File: config.mk
export PLATFORM = sky130hd
export DESIGN_NAME = bba_ctrl
export DESIGN_NICKNAME = d
export VERILOG_FILES = /design/src/bba_pkg.sv /design/src/bba_ctrl.sv
export SDC_FILE = /design/constraint.sdc
export NUM_CORES = 1
export LEC_CHECK = 0
export ABC_AREA = 0
export ABC_CLOCK_PERIOD_IN_PS = 2300
export BUFFER_PORTS_ARGS = -buffer_cell sky130_fd_sc_hd__buf_2
export CAP_MARGIN = 20
export CORE_AREA = 2 2 39 41
export CTS_CLUSTER_DIAMETER = 100
export DETAILED_ROUTE_END_ITERATION = 12
export DIE_AREA = 0 0 41 43
export PLACE_DENSITY = 0.72
export SKIP_CTS_REPAIR_TIMING = 1
export SLEW_MARGIN = 0
export SYNTH_ARGS = -nofsm -noshare
export SYNTH_HDL_FRONTEND = slang
export SYNTH_SLANG_ARGS = --single-unit
File: constraint.sdc
create_clock -name clk -period 2.3 [get_ports clk]
set_input_delay 0.115 -clock clk [delete_from_list [all_inputs] [get_ports clk]]
set_output_delay 0.115 -clock clk [all_outputs]
set_load 0.01 [all_outputs]
File: src/bba_pkg.sv
// Package: shared types and constants of the buddy block allocator.
`timescale 1ns / 1ps

package bba_pkg;

    localparam int HEAP_BITS_DEF      = 16;
    localparam int MIN_BLOCK_BITS_DEF = 5;

    localparam int SIZE_W  = 17;
    localparam int OFF_W   = 16;
    localparam int ORDER_W = 4;
    localparam int NEED_W  = SIZE_W + 1;
    localparam int TAG_W   = 5;

    localparam logic OP_ALLOC = 1'b0;
    localparam logic OP_FREE  = 1'b1;

    typedef enum logic [1:0] {
        RC_OK        = 2'd0,
        RC_TOO_LARGE = 2'd1,
        RC_NO_FREE   = 2'd2,
        RC_BAD_FREE  = 2'd3
    } result_code_t;

    typedef enum logic [3:0] {
        S_CLEAR,
        S_IDLE,
        S_DECODE,
        S_SIZE,
        S_SCAN_RD,
        S_SCAN_CHK,
        S_SPLIT,
        S_FCHK,
        S_FTAG,
        S_MERGE_RD,
        S_MERGE_CHK,
        S_RESULT
    } state_t;

    typedef struct packed {
        logic         load;
        logic         clr_step;
        logic         k_inc;
        logic         scan_init;
        logic         p_inc;
        logic         j_next;
        logic         take;
        logic         split;
        logic         ftag;
        logic         buddy_rd;
        logic         merge;
        logic         set_code;
        result_code_t code;
        logic         finish;
    } cmd_t;

    typedef struct packed {
        logic clr_last;
        logic is_free_op;
        logic fits;
        logic k_top;
        logic node_bit;
        logic p_last;
        logic j_top;
        logic j_gt_k;
        logic bad_off;
        logic tag_bad;
        logic out_busy;
    } stat_t;

endpackage

File: src/bba_ctrl.sv
// Controller state machine of the buddy block allocator.
`timescale 1ns / 1ps

module bba_ctrl
(
    input  logic          clk,
    input  logic          rst_n,
    input  logic          in_valid,
    output logic          in_stall,
    input  bba_pkg::stat_t st,
    output bba_pkg::cmd_t  cmd
);

    bba_pkg::state_t state_reg;
    bba_pkg::state_t state_next;

    always_ff @(posedge clk or negedge rst_n)
    begin
        if (!rst_n)
        begin
            state_reg <= bba_pkg::S_CLEAR;
        end
        else
        begin
            state_reg <= state_next;
        end
    end

    always_comb
    begin
        state_next = state_reg;
        unique case (state_reg)
            bba_pkg::S_CLEAR:
            begin
                if (st.clr_last)
                begin
                    state_next = bba_pkg::S_IDLE;
                end
            end
            bba_pkg::S_IDLE:
            begin
                if (in_valid)
                begin
                    state_next = bba_pkg::S_DECODE;
                end
            end
            bba_pkg::S_DECODE:
            begin
                state_next = st.is_free_op ? bba_pkg::S_FCHK : bba_pkg::S_SIZE;
            end
            bba_pkg::S_SIZE:
            begin
                if (st.fits)
                begin
                    state_next = bba_pkg::S_SCAN_RD;
                end
                else if (st.k_top)
                begin
                    state_next = bba_pkg::S_RESULT;
                end
            end
            bba_pkg::S_SCAN_RD:
            begin
                state_next = bba_pkg::S_SCAN_CHK;
            end
            bba_pkg::S_SCAN_CHK:
            begin
                if (st.node_bit)
                begin
                    state_next = bba_pkg::S_SPLIT;
                end
                else if (st.p_last && st.j_top)
                begin
                    state_next = bba_pkg::S_RESULT;
                end
                else
                begin
                    state_next = bba_pkg::S_SCAN_RD;
                end
            end
            bba_pkg::S_SPLIT:
            begin
                if (!st.j_gt_k)
                begin
                    state_next = bba_pkg::S_RESULT;
                end
            end
            bba_pkg::S_FCHK:
            begin
                state_next = st.bad_off ? bba_pkg::S_RESULT : bba_pkg::S_FTAG;
            end
            bba_pkg::S_FTAG:
            begin
                state_next = st.tag_bad ? bba_pkg::S_RESULT : bba_pkg::S_MERGE_RD;
            end
            bba_pkg::S_MERGE_RD:
            begin
                state_next = st.j_top ? bba_pkg::S_RESULT : bba_pkg::S_MERGE_CHK;
            end
            bba_pkg::S_MERGE_CHK:
            begin
                state_next = st.node_bit ? bba_pkg::S_MERGE_RD : bba_pkg::S_RESULT;
            end
            bba_pkg::S_RESULT:
            begin
                if (!st.out_busy)
                begin
                    state_next = bba_pkg::S_IDLE;
                end
            end
            default:
            begin
                state_next = bba_pkg::S_IDLE;
            end
        endcase
    end

    always_comb
    begin
        cmd      = '0;
        cmd.code = bba_pkg::RC_OK;
        in_stall = (state_reg != bba_pkg::S_IDLE);
        unique case (state_reg)
            bba_pkg::S_CLEAR:
            begin
                cmd.clr_step = 1'b1;
            end
            bba_pkg::S_IDLE:
            begin
                cmd.load = in_valid;
            end
            bba_pkg::S_DECODE:
            begin
            end
            bba_pkg::S_SIZE:
            begin
                if (st.fits)
                begin
                    cmd.scan_init = 1'b1;
                end
                else if (st.k_top)
                begin
                    cmd.set_code = 1'b1;
                    cmd.code     = bba_pkg::RC_TOO_LARGE;
                end
                else
                begin
                    cmd.k_inc = 1'b1;
                end
            end
            bba_pkg::S_SCAN_RD:
            begin
            end
            bba_pkg::S_SCAN_CHK:
            begin
                if (st.node_bit)
                begin
                    cmd.take = 1'b1;
                end
                else if (st.p_last && st.j_top)
                begin
                    cmd.set_code = 1'b1;
                    cmd.code     = bba_pkg::RC_NO_FREE;
                end
                else if (st.p_last)
                begin
                    cmd.j_next = 1'b1;
                end
                else
                begin
                    cmd.p_inc = 1'b1;
                end
            end
            bba_pkg::S_SPLIT:
            begin
                cmd.split = st.j_gt_k;
            end
            bba_pkg::S_FCHK:
            begin
                if (st.bad_off)
                begin
                    cmd.set_code = 1'b1;
                    cmd.code     = bba_pkg::RC_BAD_FREE;
                end
            end
            bba_pkg::S_FTAG:
            begin
                if (st.tag_bad)
                begin
                    cmd.set_code = 1'b1;
                    cmd.code     = bba_pkg::RC_BAD_FREE;
                end
                else
                begin
                    cmd.ftag = 1'b1;
                end
            end
            bba_pkg::S_MERGE_RD:
            begin
                cmd.buddy_rd = 1'b1;
            end
            bba_pkg::S_MERGE_CHK:
            begin
                cmd.merge = st.node_bit;
            end
            bba_pkg::S_RESULT:
            begin
                cmd.finish = !st.out_busy;
            end
            default:
            begin
            end
        endcase
    end

endmodule

# Word level (Yosys, flattened, before mapping)
# Cells that the tools add are included.
[op_classes] n_mux=39 n_eq_ne=17 reduce_logical=4
[op_table] operator="4-bit one-hot mux with 12 select lines" count=1
[op_table] operator="4-bit two-way mux" count=8
[op_table] operator="3-bit two-way mux" count=8
[op_table] operator="4-bit by 3-bit equality test with 1-bit output (second input constant)" count=4
[op_table] operator="4-bit equality test (second input constant)" count=4
[op_table] operator="1-bit two-way mux" count=15
[op_table] operator="2-bit two-way mux" count=6
[op_table] operator="3-bit one-hot mux with 4 select lines" count=1
[op_table] operator="4-bit by 2-bit equality test with 1-bit output (second input constant)" count=2
[op_table] operator="2-bit != test (second input constant)" count=4
[op_table] operator="5-bit AND reduction" count=1
[op_table] operator="4-bit by 1-bit equality test with 1-bit output (second input constant)" count=1
[op_table] operator="4-bit logical NOT" count=1
[op_table] operator="4-bit by 1-bit != test with 1-bit output (second input constant)" count=1
[op_table] operator="3-bit != test (second input constant)" count=1
[op_table] operator="1-bit logical AND" count=1
[op_table] operator="1-bit logical NOT" count=1
[word_totals] elab_cells=61 in_bits=14 register_bits=4

# Longest topological paths before layout
# Gate-level depths: netlist of the first run.
[logic_depth] ltp_word=4 mapped_depth=6 mapped_depth_nobuf=4

# Worst setup path before layout of the first run
# No wires, ideal clock.
[synth_path] path_type="register to register" startpoint="register state_reg[2]" endpoint="register state_reg[3]" path_stages_with_launch=6 period_less_slack_ns=1.627 arrival_ns=1.506 slack_ns=0.673 setup_time_ns=0.122 path_cell_list="dfrtp_1 > buf_6 > clkbuf_1 > nor4_1 > a21oi_1 > a32o_1"
[synth_between] elab_chain_cells=3 elab_cells_between_ends=19 cone_classes="eq/ne (16); mux (1); reduce/logical (2)"
[synth_lines] element="start: declaration" line="bba_ctrl.sv:14" source="bba_pkg::state_t state_reg;"
[synth_lines] element="start signal: assignment" line="bba_ctrl.sv:21" source="state_reg <= bba_pkg::S_CLEAR;"
[synth_lines] element="start signal: assignment" line="bba_ctrl.sv:25" source="state_reg <= state_next;"
[synth_lines] element="4-bit by 2-bit equality test with 1-bit output (tied with other cells)" line="bba_ctrl.sv:32" source="unique case (state_reg)"
[synth_lines] element="3-bit != test (no source line) or 2-bit != test (tied branches)"
[synth_lines] element="5-bit AND reduction (no source line)"
# Parallel ways exist; a longest one is shown, timed or not.
# A chain may end at the register's enable or synchronous reset.

==> summary.txt, run 1 <==
Setup path
  – FF-to-FF End: state_reg[1]$_DFFE_PN0P_
  – Worst reg2reg setup slack: 0.51 ns
  – Crit Path Max Fanout: 17
  – Worst setup SP type: flop
  – R2R Path Start: state_reg[2]$_DFFE_PN0P_
  – Crit path from: state_reg[2]$_DFFE_PN0P_
  – Crit Path Class: flop to output port
  – Crit path arrival time: approximately 1.7 ns
  – Crit. End Element: output port
  – Reg2Reg Depth: 4
  – Worst EP required: 2.18 ns

Clock tree
  – TritonCTS Buffers: 3
  – Worst skew pair latency: between 0.2 and 0.25 ns
  – Clock sink count: 4
  – CTS tree: yes
  – Clock-pin transition on the worst setup and hold timing paths: 0.03 ns
  – CTS H-tree depth: 1
  – Clk buf depth: 2
  – CTS Root Buffer Type: clkbuf_4

Layout
  – Share of post-route cells with drive strength above 1: 0.350
  – P&R area growth vs syn: 29.9%
  – # diodes: 0
  – Fin nets: 119
  – Largest register FFs: 4

Floorplan
  – FP Rows: 14
  – Placeable Area: 0.00138 mm²
  – Die H: 43 µm
  – I/O pins: 30
  – Die area: 0.00176 mm²
  – Initial core utilization: 0.399
  – DIE WIDTH: 41 µm

Route
  – Vias post-DR: approximately 710
  – Drt total wl: around 1500 µm
  – DRT iter0 DRCs: 26
  – Top Metal Used: met4
  – Antenna-violating nets left: 0
  – Wl on met1: roughly 660 µm
  – DR pass1 iterations: 4
  – Routed wl met2: 686 µm
  – DR WL/cell: 12.5 µm
  – Routed length on met3: 119 µm
  – # DRC: 0
  – Vias per cell: 5.96

Power
  – Pleak: 0.363 nW
  – PwrDens: approximately 1200 mW/mm²
  – Peak VDD IR: 0.000742 V

Global routing
  – Grt total ovfl: 0
  – First-pass GRT wire length: 2390 µm
  – Pin count of the biggest net entering global routing: 18
  – Vias in the first global route: between 500 and 600
  – Total track usage: 0.194
  – Initial antenna violation count: 0

Logic synthesis
  – FF+latch count, synth: 4
  – Avg Inst Size Synth: 7.36 µm²
  – Syn Nets: 89
  – Post-synth EDFFs: 0
  – Primary FF master, synth: dfrtp_1
  – Synth async-reset ratio: 1.00
  – Synth Cell Area: around 550 µm²
  – Post-synthesis sequential area ratio: 0.181
  – Most frequent cell after synthesis: nand2_1
  – Dominant cell type by area after synthesis: dfrtp_1
  – Gate Count Post-Synth: 75
  – Yosys Warn Count: 0
  – Share of the synthesized area in the top cell type: 0.181
  – Area contributors post-synth: dfrtp_1 18%, nand2_1 6.8%, nor2_1 4.8%
  – Netlist cell types: 38
  – Commonest cells post-synth: 10 x nand2_1, 7 x nor2_1, 4 x and3_1, 4 x dfrtp_1, 4 x nor2b_1

Place
  – Port Buffer Count: 29
  – Final GP Congestion: 0.822
  – Final HPWL DP: around 1100 µm

Timing
  – Final setup viols: 0
  – Worst hold slack: about 0.16 ns
  – Max Freq: 0.552 GHz
  – Worst rel slew slack: 0.687
  – Clock skew: 0.00123 ns
  – Worst Max-Slew Pin Slew: 0.469 ns
  – Setup total negative slack: 0 ns
  – Final hold violation count: 0
  – Final period demand of the worst path: 1.81 ns
  – Fin crit share: 0.788
  – RSZ-0062 raised after global routing: no
  – Final slew viol count: 0

Status
  – Status: finished clean

Run
  – Max Cap Viol: 0

Hold path
  – WHS Path Cells: 2
  – Hold Crit Endpoint: state_reg[3]$_DFFE_PN0P_
  – Worst Hold Launch: st[0]
  – Hold WC Path Type: input pin to flop
cell type report:
type / instances / area [µm²]
well taps: 16 / 20.0
multi-input cells: 64 / 412
fillers: 143 / 667
inverters: 2 / 7.51
clock buffers: 3 / 22.5
flip-flops and latches: 4 / 100
repair buffers: 30 / 155
metrics by stage:
| step | area, µm² | instances | worst slack [ns] | util | power (W) |
|---|---|---|---|---|---|
| 2_1_floorplan | 552 | 75 | 0.673 | - | 0.000631 |
| 3_3_place_gp | 684 | 115 | 0.571 | 0.495 | 0.000733 |
| 3_5_place_dp | 684 | 115 | 0.535 | 0.495 | 0.000740 |
| 4_1_cts | 707 | 118 | 0.496 | 0.511 | 0.000826 |
| 5_1_grt | 717 | 119 | 0.315 | 0.518 | 0.000927 |
| 6_report | 717 | 119 | 0.487 | 0.518 | 0.000833 |
worst max-delay path, stage by stage (launching register included):
cell and delay (ns):
dfrtp_1 0.61, nor2b_1 0.34, nand2_1 0.15, nor3b_1 0.21
buf_2 0.16
cell usage in the layout (no fill, tap or decap), types with 2 or more instances in the layout:
master	count
clkbuf_4	3
and3_1	4
a21oi_1	2
dfrtp_1	4
a21o_1	2
nand2b_1	2
o21ai_0	3
o211ai_1	3
nand2_1	10
inv_1	2
a31oi_1	2
buf_2	29
nor2_1	7
nor4b_1	2
nor2b_1	4
nand3_1	3
worst max path at each step:
stage	slack, ns	to
final	0.49	cmd[9]
after detailed placement	0.54	state_reg[1]$_DFFE_PN0P_
after global placement	0.57	state_reg[1]$_DFFE_PN0P_
after global routing	0.32	cmd[9]
after floorplan	0.67	state_reg[3]$_DFFE_PN0P_
after CTS	0.50	cmd[9]
cells by family (layout without fill, tap and decap cells):
| logic type | after synthesis | in the layout | share of synthesized area |
|---|---|---|---|
| AOI/OAI and AO/OA | 23 | 23 | 0.311 |
| buffers and inverters | 7 | 35 | 0.0726 |
| DFF | 4 | 4 | 0.181 |
| muxes | 2 | 2 | 0.0453 |
| and+or+nand+nor | 39 | 39 | 0.390 |
layer usage:
metal	up-vias	GRT usage
li1	347	-
met2	34	0.294
met1	324	0.260
met5	-	0
met3	4	0.0471
met4	0	0.0600
power by group:
part	switching (W)	total (W)	internal (W)
Clock	0.0000255	0.0000835	0.0000580
Combinational	0.000266	0.000516	0.000250
Sequential	0.000128	0.000233	0.000105
(Power assumes the default switching activity.)
==> run 2: changes to the inputs <==
--- a/config.mk
+++ b/config.mk
@@ -6,14 +6,14 @@
 export NUM_CORES = 1
 export LEC_CHECK = 0
 export ABC_AREA = 0
-export ABC_CLOCK_PERIOD_IN_PS = 2300
+export ABC_CLOCK_PERIOD_IN_PS = 1500
 export BUFFER_PORTS_ARGS = -buffer_cell sky130_fd_sc_hd__buf_2
 export CAP_MARGIN = 20
-export CORE_AREA = 2 2 39 41
+export CORE_MARGIN = 2
+export CORE_UTILIZATION = 38
 export CTS_CLUSTER_DIAMETER = 100
 export DETAILED_ROUTE_END_ITERATION = 12
-export DIE_AREA = 0 0 41 43
-export PLACE_DENSITY = 0.72
+export PLACE_DENSITY = 0.7
 export SKIP_CTS_REPAIR_TIMING = 1
 export SLEW_MARGIN = 0
 export SYNTH_ARGS = -nofsm -noshare
==> constraint.sdc (replaced) <==
create_clock -name clk -period 1.5 [get_ports clk]
set_input_delay 0.075 -clock clk [delete_from_list [all_inputs] [get_ports clk]]
set_output_delay 0.075 -clock clk [all_outputs]
set_load 0.01 [all_outputs]
==> summary.txt, run 2 (synthesized netlist as in run 1, its figures left out) <==
Layout
  – Largest register FFs: 4
  – Fin nets: around 150
  – FILL cells: 96
  – P&R area growth vs syn: 87.3%
  – Most common cell after layout, fill and taps aside: buf_2
  – Most frequent cells in the layout: 29 x buf_2, 22 x buf_4, 8 x nand2_1
  – # diodes: 0
  – Share of post-route cells with drive strength above 1: 0.643

Route
  – DRT iter0 DRCs: 60
  – Antenna-violating nets left: 0
  – Vias per cell: 6.23
  – Vias post-DR: 897
  – DR pass1 iterations: 4
  – # DRC: 0
  – Top Metal Used: met4
  – Wl on met1: 1080 µm
  – DR WL/cell: 19.1 µm
  – Drt total wl: 2750 µm
  – Routed wl met2: between 1000 and 1500 µm
  – Routed length on met3: 266 µm

Clock tree
  – CTS tree: yes
  – Clock-pin transition on the worst setup and hold timing paths: approximately 0.040 ns
  – CTS H-tree depth: 1
  – Clock sink count: 4
  – CTS Root Buffer Type: clkbuf_4
  – Clk buf depth: 2
  – Worst skew pair latency: ~0.25 ns
  – TritonCTS Buffers: 3

Timing
  – Final slew viol count: 0
  – Final period demand of the worst path: 1.72 ns
  – Max Freq: 0.583 GHz
  – Fin crit share: 1.14
  – Final worst slack: -0.216 ns
  – Final setup viols: 12
  – Worst hold slack: 0.156 ns
  – Clock skew: 0.00463 ns
  – Worst rel slew slack: 0.748
  – Final hold violation count: 0
  – Worst Max-Slew Pin Slew: 0.375 ns
  – Setup total negative slack: -1.68 ns
  – RSZ-0062 raised after global routing: yes

Global routing
  – Pin count of the biggest net entering global routing: 12
  – Grt total ovfl: 0
  – First-pass GRT wire length: around 3100 µm
  – Initial antenna violation count: 0
  – Total track usage: 0.227
  – Vias in the first global route: 712

Power
  – Design internal power: 0.00113 W
  – Sw frac: 0.474
  – Clock Power Share: 0.068
  – Sequential fraction of design power: 0.140
  – Sw Pwr: 0.00102 W
  – Pleak: 0.523 nW
  – Peak VDD IR: 0.00127 V
  – Comb pwr share: 0.792
  – PwrDens: 2080 mW/mm²

Floorplan
  – DIE WIDTH: between 40 and 50 µm
  – Die H: ~42 µm
  – FP Rows: 13
  – I/O pins: 30
  – Die area: around 0.0018 mm²
  – Placeable Area: about 0.0013 mm²
  – Initial core utilization: 0.414

Setup path
  – Crit Path Class: flop to output port
  – CP max stage cell: dfrtp_1
  – Worst EP required: 1.42 ns
  – R2R Path Start: state_reg[1]$_DFFE_PN0P_
  – Sum of buffers and inverters on the critical path: 3
  – Largest delay contributor family on the critical path: buffers and inverters
  – Crit. End Element: output port
  – Crit path arrival time: 1.64 ns
  – Largest incremental delay on the critical path: ~0.40 ns
  – Worst setup SP type: flop
  – Cells along the critical path: buf_6 > nor4b_4 > a22oi_2 > buf_4 > o21ai_1 > buf_2
  – Crit path from: state_reg[1]$_DFFE_PN0P_
  – Crit Path Max Fanout: 8

Place
  – Place WS: -0.0546 ns
  – Port Buffer Count: 29
  – Final GP Congestion: 0.859
  – Final HPWL DP: 1510 µm

Run
  – Max Cap Viol: 0

Status
  – Status: finished with violations
  – Failing checks: setup timing

Hold path
  – Hold WC Path Type: input pin to async pin
-- run 2: cell count changes in the layout (fill, tap and decap cells not counted), sizes merged --
cell,delta
dlymetal6s2s,+1
buf,+25
-- run 2: area by class of cell --
class	instances	area, µm²	area share
multi-input cells	64	514	0.498
flip-flops and latches	4	104	0.100
well taps	15	18.8	0.0182
repair buffers	56	367	0.355
clock buffers	3	22.5	0.0218
inverters	2	7.51	0.00726
-- run 2: per-stage QoR --
stage | total power, W | util | instances | instance area, µm²
floorplan | 0.00101 | - | 75 | 573
global placement | 0.00148 | 0.624 | 131 | 832
detailed placement | 0.00151 | 0.624 | 131 | 832
CTS | 0.00166 | 0.641 | 134 | 855
global route | 0.00226 | 0.775 | 144 | 1030
finish | 0.00215 | 0.775 | 144 | 1030
-- run 2: metal layers --
layer,up-vias,GRT usage
met4,0,0.138
met1,416,0.296
li1,395,-
met5,-,0
met3,18,0.0560
met2,68,0.334
-- run 2: worst paths after layout --
check                                                 to  slack (ns)  depth (start not counted)
worst max-delay path                              cmd[2]       -0.22                          6
worst min-delay path            state_reg[0]$_DFFE_PN0P_        0.16                          2
worst max register to register  state_reg[1]$_DFFE_PN0P_       -0.18                          5
worst min register to register  state_reg[1]$_DFFE_PN0P_        0.74                          2
max in group asynchronous       state_reg[2]$_DFFE_PN0P_        1.20                          2
min in group clk                state_reg[3]$_DFFE_PN0P_        0.16                          2
-- run 2: power by group through the flow --
stage	Combinational [W]	Clock [W]	Sequential, W
final	0.00170	0.000146	0.000301
after global routing	0.00179	0.000163	0.000305
after CTS	0.00125	0.000144	0.000264
after detailed placement	0.00124	0	0.000267
after global placement	0.00122	0	0.000262
after floorplan	0.000796	0	0.000212
-- run 2: worst register-to-register path, cell delays in order, from the launching register on --
cell and delay (ns):
dfrtp_1 0.40, buf_4 0.15, or3_4 0.36, a211oi_2 0.25, a311oi_2 0.09, mux2_4 0.32
